==> src/hw/rtl/tppc_div_cell.sv <==
`timescale 1ns / 1ps
`default_nettype none
module tppc_div_cell #(
  parameter int VW = 27,
  parameter int DW = 32,
  parameter int SW = 8
) (
  input  wire logic          clk,
  input  wire logic          rst_n,
  input  wire logic          ce,
  input  wire logic          valid_i,
  input  wire logic [VW-1:0] rem_i,
  input  wire logic [DW-1:0] dq_i,
  input  wire logic [VW-1:0] div_i,
  input  wire logic [SW-1:0] side_i,
  output logic               valid_o,
  output logic [VW-1:0]      rem_o,
  output logic [DW-1:0]      dq_o,
  output logic [VW-1:0]      div_o,
  output logic [SW-1:0]      side_o
);
  logic [VW:0] t;
  logic [VW:0] diff;
  logic        ge;
  logic [VW-1:0] rem_nxt;

  // one restoring step: shift in the next dividend bit, subtract if it fits
  always_comb begin
    t = {rem_i, dq_i[DW-1]};
    ge = t >= {1'b0, div_i};
    diff = t - {1'b0, div_i};
    rem_nxt = ge ? diff[VW-1:0] : t[VW-1:0];
  end

  always_ff @(posedge clk) begin
    if (!rst_n) begin
      valid_o <= 1'b0;
    end else if (ce) begin
      valid_o <= valid_i;
    end
  end

  always_ff @(posedge clk) begin
    if (ce) begin
      rem_o <= rem_nxt;
      dq_o <= {dq_i[DW-2:0], ge};
      div_o <= div_i;
      side_o <= side_i;
    end
  end
endmodule
`default_nettype wire

==> src/hw/rtl/tppc_div_chain.sv <==
`timescale 1ns / 1ps
`default_nettype none
module tppc_div_chain #(
  parameter int VW = 27,
  parameter int DW = 32,
  parameter int SW = 8
) (
  input  wire logic          clk,
  input  wire logic          rst_n,
  input  wire logic          ce,
  input  wire logic          valid_i,
  input  wire logic [DW-1:0] dividend_i,
  input  wire logic [VW-1:0] divisor_i,
  input  wire logic [SW-1:0] side_i,
  output logic               valid_o,
  output logic [DW-1:0]      quot_o,
  output logic [SW-1:0]      side_o
);
  logic          v [DW+1];
  logic [VW-1:0] rem [DW+1];
  logic [DW-1:0] dq [DW+1];
  logic [VW-1:0] dv [DW+1];
  logic [SW-1:0] sd [DW+1];

  assign v[0] = valid_i;
  assign rem[0] = '0;
  assign dq[0] = dividend_i;
  assign dv[0] = divisor_i;
  assign sd[0] = side_i;

  for (genvar i = 0; i < DW; i++) begin : g_cell
    tppc_div_cell #(.VW(VW), .DW(DW), .SW(SW)) u_cell (
      .clk(clk), .rst_n(rst_n), .ce(ce),
      .valid_i(v[i]), .rem_i(rem[i]), .dq_i(dq[i]), .div_i(dv[i]), .side_i(sd[i]),
      .valid_o(v[i+1]), .rem_o(rem[i+1]), .dq_o(dq[i+1]), .div_o(dv[i+1]),
      .side_o(sd[i+1])
    );
  end

  // final remainder and divisor are not needed downstream
  logic unused_tail;
  assign unused_tail = ^{rem[DW], dv[DW]};

  assign valid_o = v[DW];
  assign quot_o = dq[DW];
  assign side_o = sd[DW];
endmodule
`default_nettype wire

==> config.mk <==
export PLATFORM = sky130hd
export DESIGN_NAME = tppc_div_chain
export DESIGN_NICKNAME = d
export VERILOG_FILES = /design/src/hw/rtl/tppc_div_cell.sv /design/src/hw/rtl/tppc_div_chain.sv
export SDC_FILE = /design/constraint.sdc
export NUM_CORES = 2
export LEC_CHECK = 0
export BUFFER_PORTS_ARGS = -buffer_cell sky130_fd_sc_hd__buf_2
export CAP_MARGIN = 30
export CORE_MARGIN = 4
export CORE_UTILIZATION = 50
export DETAILED_ROUTE_END_ITERATION = 10
export MAX_ROUTING_LAYER = met4
export PLACE_DENSITY = 0.69
export SLEW_MARGIN = 20
export SYNTH_ARGS = -nofsm -noshare
export SYNTH_HDL_FRONTEND = slang
export SYNTH_SLANG_ARGS = --single-unit
export TNS_END_PERCENT = 10
==> constraint.sdc <==
create_clock -name clk -period 3.6 [get_ports clk]
set_clock_uncertainty 0.1 [all_clocks]
set_input_delay 0.18 -clock clk [delete_from_list [all_inputs] [get_ports clk]]
set_output_delay 0.18 -clock clk [all_outputs]
set_load 0.01 [all_outputs]
==> impl_metrics.toml <==
[synth]
syn_inst = 10900
synth_ff_type = "edfxtp_1"
synth_area_leaders = "edfxtp_1 63%, ha_1 7.4%, inv_1 2.9%"
yosysSeqAreaShare_pct = 63.0
synth_top_family_by_area = "compound AO/OA/AOI/OAI gates"
synth_edf_count = 2954
ys_types = 102
synth_fa_ha_area_share_pct = 7.82
avgSynthCellArea_um2 = 13.0
synth_compound_area_share_pct = 11.2
yosys_warnings = 0
synth-xor-area-share_pct = 4.08
synth_top_area_cell = "edfxtp_1"
synth-seq-cells = 2986
synth-simple-area-share_pct = 7.31
async_reset_ff_share_pct = 0
syn_nets = 11900
yosysTopAreaCellShare_pct = 62.5
netlist_area_um2 = 142000
synth.area.mux_share_pct = 2.92

[route]
routed_wl_um = 314000
first_pass_iters = 8
drt-wirelength-per-cell_um = 19.9
drt_iter0_drc = 6449
vias_per_cell = 5.47
postRouteAntennaNets = 0
drc = 0
vias = 86300

[cts]
clkLatencyLatePin_ns = 0.91
cts_sinks = 2986
clk_path_buf_depth = 4
cts_tree = "built"
path_clk_slew_ns = 0.07
htreeDepth = 5
cts_root_buffer = "clkbuf_16"
numCtsBuffers = 323

[setup_path]
r2r_slack_ns = 0.04
cp_data_required_time_ns = 4.12
timing.critical_path.cells = "inv_1 > ha_1 > fa_1 > nand2b_1 > a21boi_1 > o21ai_0 > a21oi_1 > o21ai_1 > o311ai_1 > buf_4 > nand2_1 > o311ai_2 > xor2_1 > mux2_2"
r2r-end = "g_cell[6].u_cell.rem_o[26]"
reg2reg_from = "g_cell[5].u_cell.dq_o[31]"
timing.critical_path.slowest_cell_delay_ns = 0.42
critPathArrivalTime_ns = 4.07
worstSetupPathType = "reg -> reg"
startpoint_type = "flip-flop"
reg2reg_depth = 14
crit_slowest_cell = "fa_1"
endpoint_kind = "flip-flop"
worstPathMaxFanout = 3

[run_status]
outcome = "finished clean"

[sta]
setup_viol = 0
hold_viol_final = 0
slew_violations = 0
worst_pin_slew_ns = 0.960
post-route-period-util_pct = 98.8
fmax_mhz = 281
relSlewSlack_pct = 36.0
fin_crit_ns = 3.56
rsz0062_at_grt = "yes"
hold_slack_ns = 0.111

[die]
start_util_pct = 50.3
ios = 112
die_w_um = 541
rows = 195
die_h_um = 541
fp.dieArea_um2 = 292000
design.core.area_um2 = 282000

[power]
p_total_uw = 146000
p_per_area_nw_per_um2 = 895
leakage_uw = 0.0649
ir_drop_mv = 0.432

[global_route]
grt_pass1_vias = 86100
met1_usage_pct = 27.5
overflow = 0
use_met3_pct = 2.45
track_usage_pct = 21.6
grt_pass1_wl_um = 486000
grt_start_max_net_pins = 168
grt-busiest-layer = "met2"
antenna_found_initial = 5
grt_util_met2_pct = 36.4

[placed_design]
dpl.cell_count = 15000
gp_congestion = 0.950
io_buffers = 111
place_hpwl_um = 228000

[run]
cap_violations = 0

[final_layout]
areaGrowthSynthToFinish_pct = 15.3
num-fill-cells = 22500
drive_gt1_share_pct = 13.6
finalNetCount = 12700
regArea_um2 = 89300
final_common_cell = "edfxtp_1"
multi_input_area_um2 = 48100
instances_no_fill = 15800
final_cell_mix = "2954 x edfxtp_1, 1085 x inv_1, 830 x ha_1"
final_core_util_pct = 57.9

[min_path]
hold_depth = 4
holdPathEnd = "g_cell[0].u_cell.rem_o[0]"
min_path_type = "in -> reg"
hp-start = "dividend_i[31]"
## Yosys cell counts (15+ instances only)
| cell | instances |
|---|---|
| buf_2 | 38 |
| buf_4 | 45 |
| a21boi_0 | 26 |
| xnor2_1 | 397 |
| o31a_1 | 20 |
| edfxtp_1 | 2954 |
| nand2b_1 | 103 |
| nand3_1 | 155 |
| dfxtp_1 | 32 |
| clkbuf_1 | 141 |
| or2_2 | 36 |
| and2_1 | 47 |
| o31ai_1 | 68 |
| fa_1 | 30 |
| o41ai_1 | 18 |
| mux2_2 | 307 |
| o21bai_1 | 84 |
| nor3b_1 | 15 |
| o21ai_1 | 24 |
| nor2_1 | 581 |
| o21ai_0 | 626 |
| a211o_1 | 19 |
| nor3_1 | 138 |
| a31oi_1 | 94 |
| and3_1 | 53 |
| inv_1 | 1085 |
| and4_1 | 19 |
| or3_1 | 40 |
| nor2b_1 | 145 |
| a21o_1 | 362 |
| o2111ai_1 | 16 |
| nand4_1 | 116 |
| a211oi_1 | 79 |
| o21a_1 | 102 |
| o211ai_1 | 46 |
| mux2i_1 | 63 |
| xor2_1 | 264 |
| ha_1 | 839 |
| nand2_1 | 639 |
| a21oi_1 | 751 |
| nor4_1 | 40 |
## per-stage QoR
stage	setup TNS, ns	instance area [µm²]	setup WS, ns
after floorplan	0	142000	0.172
after global placement	-0.483	150000	-0.250
after detailed placement	-1.07	150000	-0.140
after CTS	-0.0332	162000	-0.0332
after global routing	-2.62	164000	-0.141
final	0	164000	0.0439
## critical path: cells and delay by family (launching register included)
kind | cells | cell delay (ns)
AO/OA/AOI/OAI | 6 | 1.30
XOR/XNOR | 1 | 0.10
adder cells (fa/ha/maj) | 2 | 0.65
buffers and inverters | 2 | 0.23
flip-flops | 1 | 0.35
multiplexers | 1 | 0.28
AND/OR/NAND/NOR | 2 | 0.28
## power by group
group	internal, µW	total (µW)	switching [µW]
logic	27800	60100	32300
registers	48600	53300	4760
clock network	19100	32900	13800
total	95500	146000	50800
## cells by family after synthesis
group	after synthesis
and+or+nand+nor	2174
DFF	2986
muxes	374
AOI/OAI and AO/OA	2533
adders and majority gates	869
buffers and inverters	1324
xor gates and xnor gates	661
## per-layer routing
layer,up-vias,wire (µm)
met5,-,0
met4,0,10600
met3,597,12400
met2,1863,155000
met1,41800,137000
li1,42100,-
## repair_timing
item / 4_1_cts / 5_1_grt
gates cloned: 0 / 7
hold buffers: 139 / 0
pin swaps: 9 / 43
gates resized for setup: 14 / 182
setup endpoints to repair: 71 / 503
hold endpoints to repair: 814 / 0
buffers inserted: 3 / 28
## registers in the layout, indices dropped and copies added, names as in the netlist
register               flops
g_cell.u_cell.rem_o      837
g_cell.u_cell.div_o      837
g_cell.u_cell.valid_o     32
g_cell.u_cell.side_o     256
g_cell.u_cell.dq_o      1024
## final cells by class
class                      instances  area share (%)
sequential                      2986            54.6
multi-input combinational       6611            29.4
clock buffer                     368            5.10
timing repair buffer             764            4.04
tap                             3743            2.86
inverter                        1087            2.50
clock inverter                   218            1.41
antenna                            2         0.00306
## how the worst max path moves through the flow
stage / endpoint / slack, ns / start
global route: g_cell[20].u_cell.rem_o[25] / -0.14 / g_cell[19].u_cell.div_o[1]
finish: g_cell[6].u_cell.rem_o[26] / 0.04 / g_cell[5].u_cell.dq_o[31]
floorplan: g_cell[21].u_cell.rem_o[19] / 0.17 / g_cell[20].u_cell.div_o[0]
CTS: g_cell[6].u_cell.rem_o[26] / -0.03 / g_cell[5].u_cell.dq_o[31]
detailed placement: g_cell[11].u_cell.rem_o[0] / -0.14 / g_cell[10].u_cell.div_o[2]
global placement: g_cell[6].u_cell.rem_o[26] / -0.25 / g_cell[5].u_cell.dq_o[31]
(Power assumes the default switching activity.)
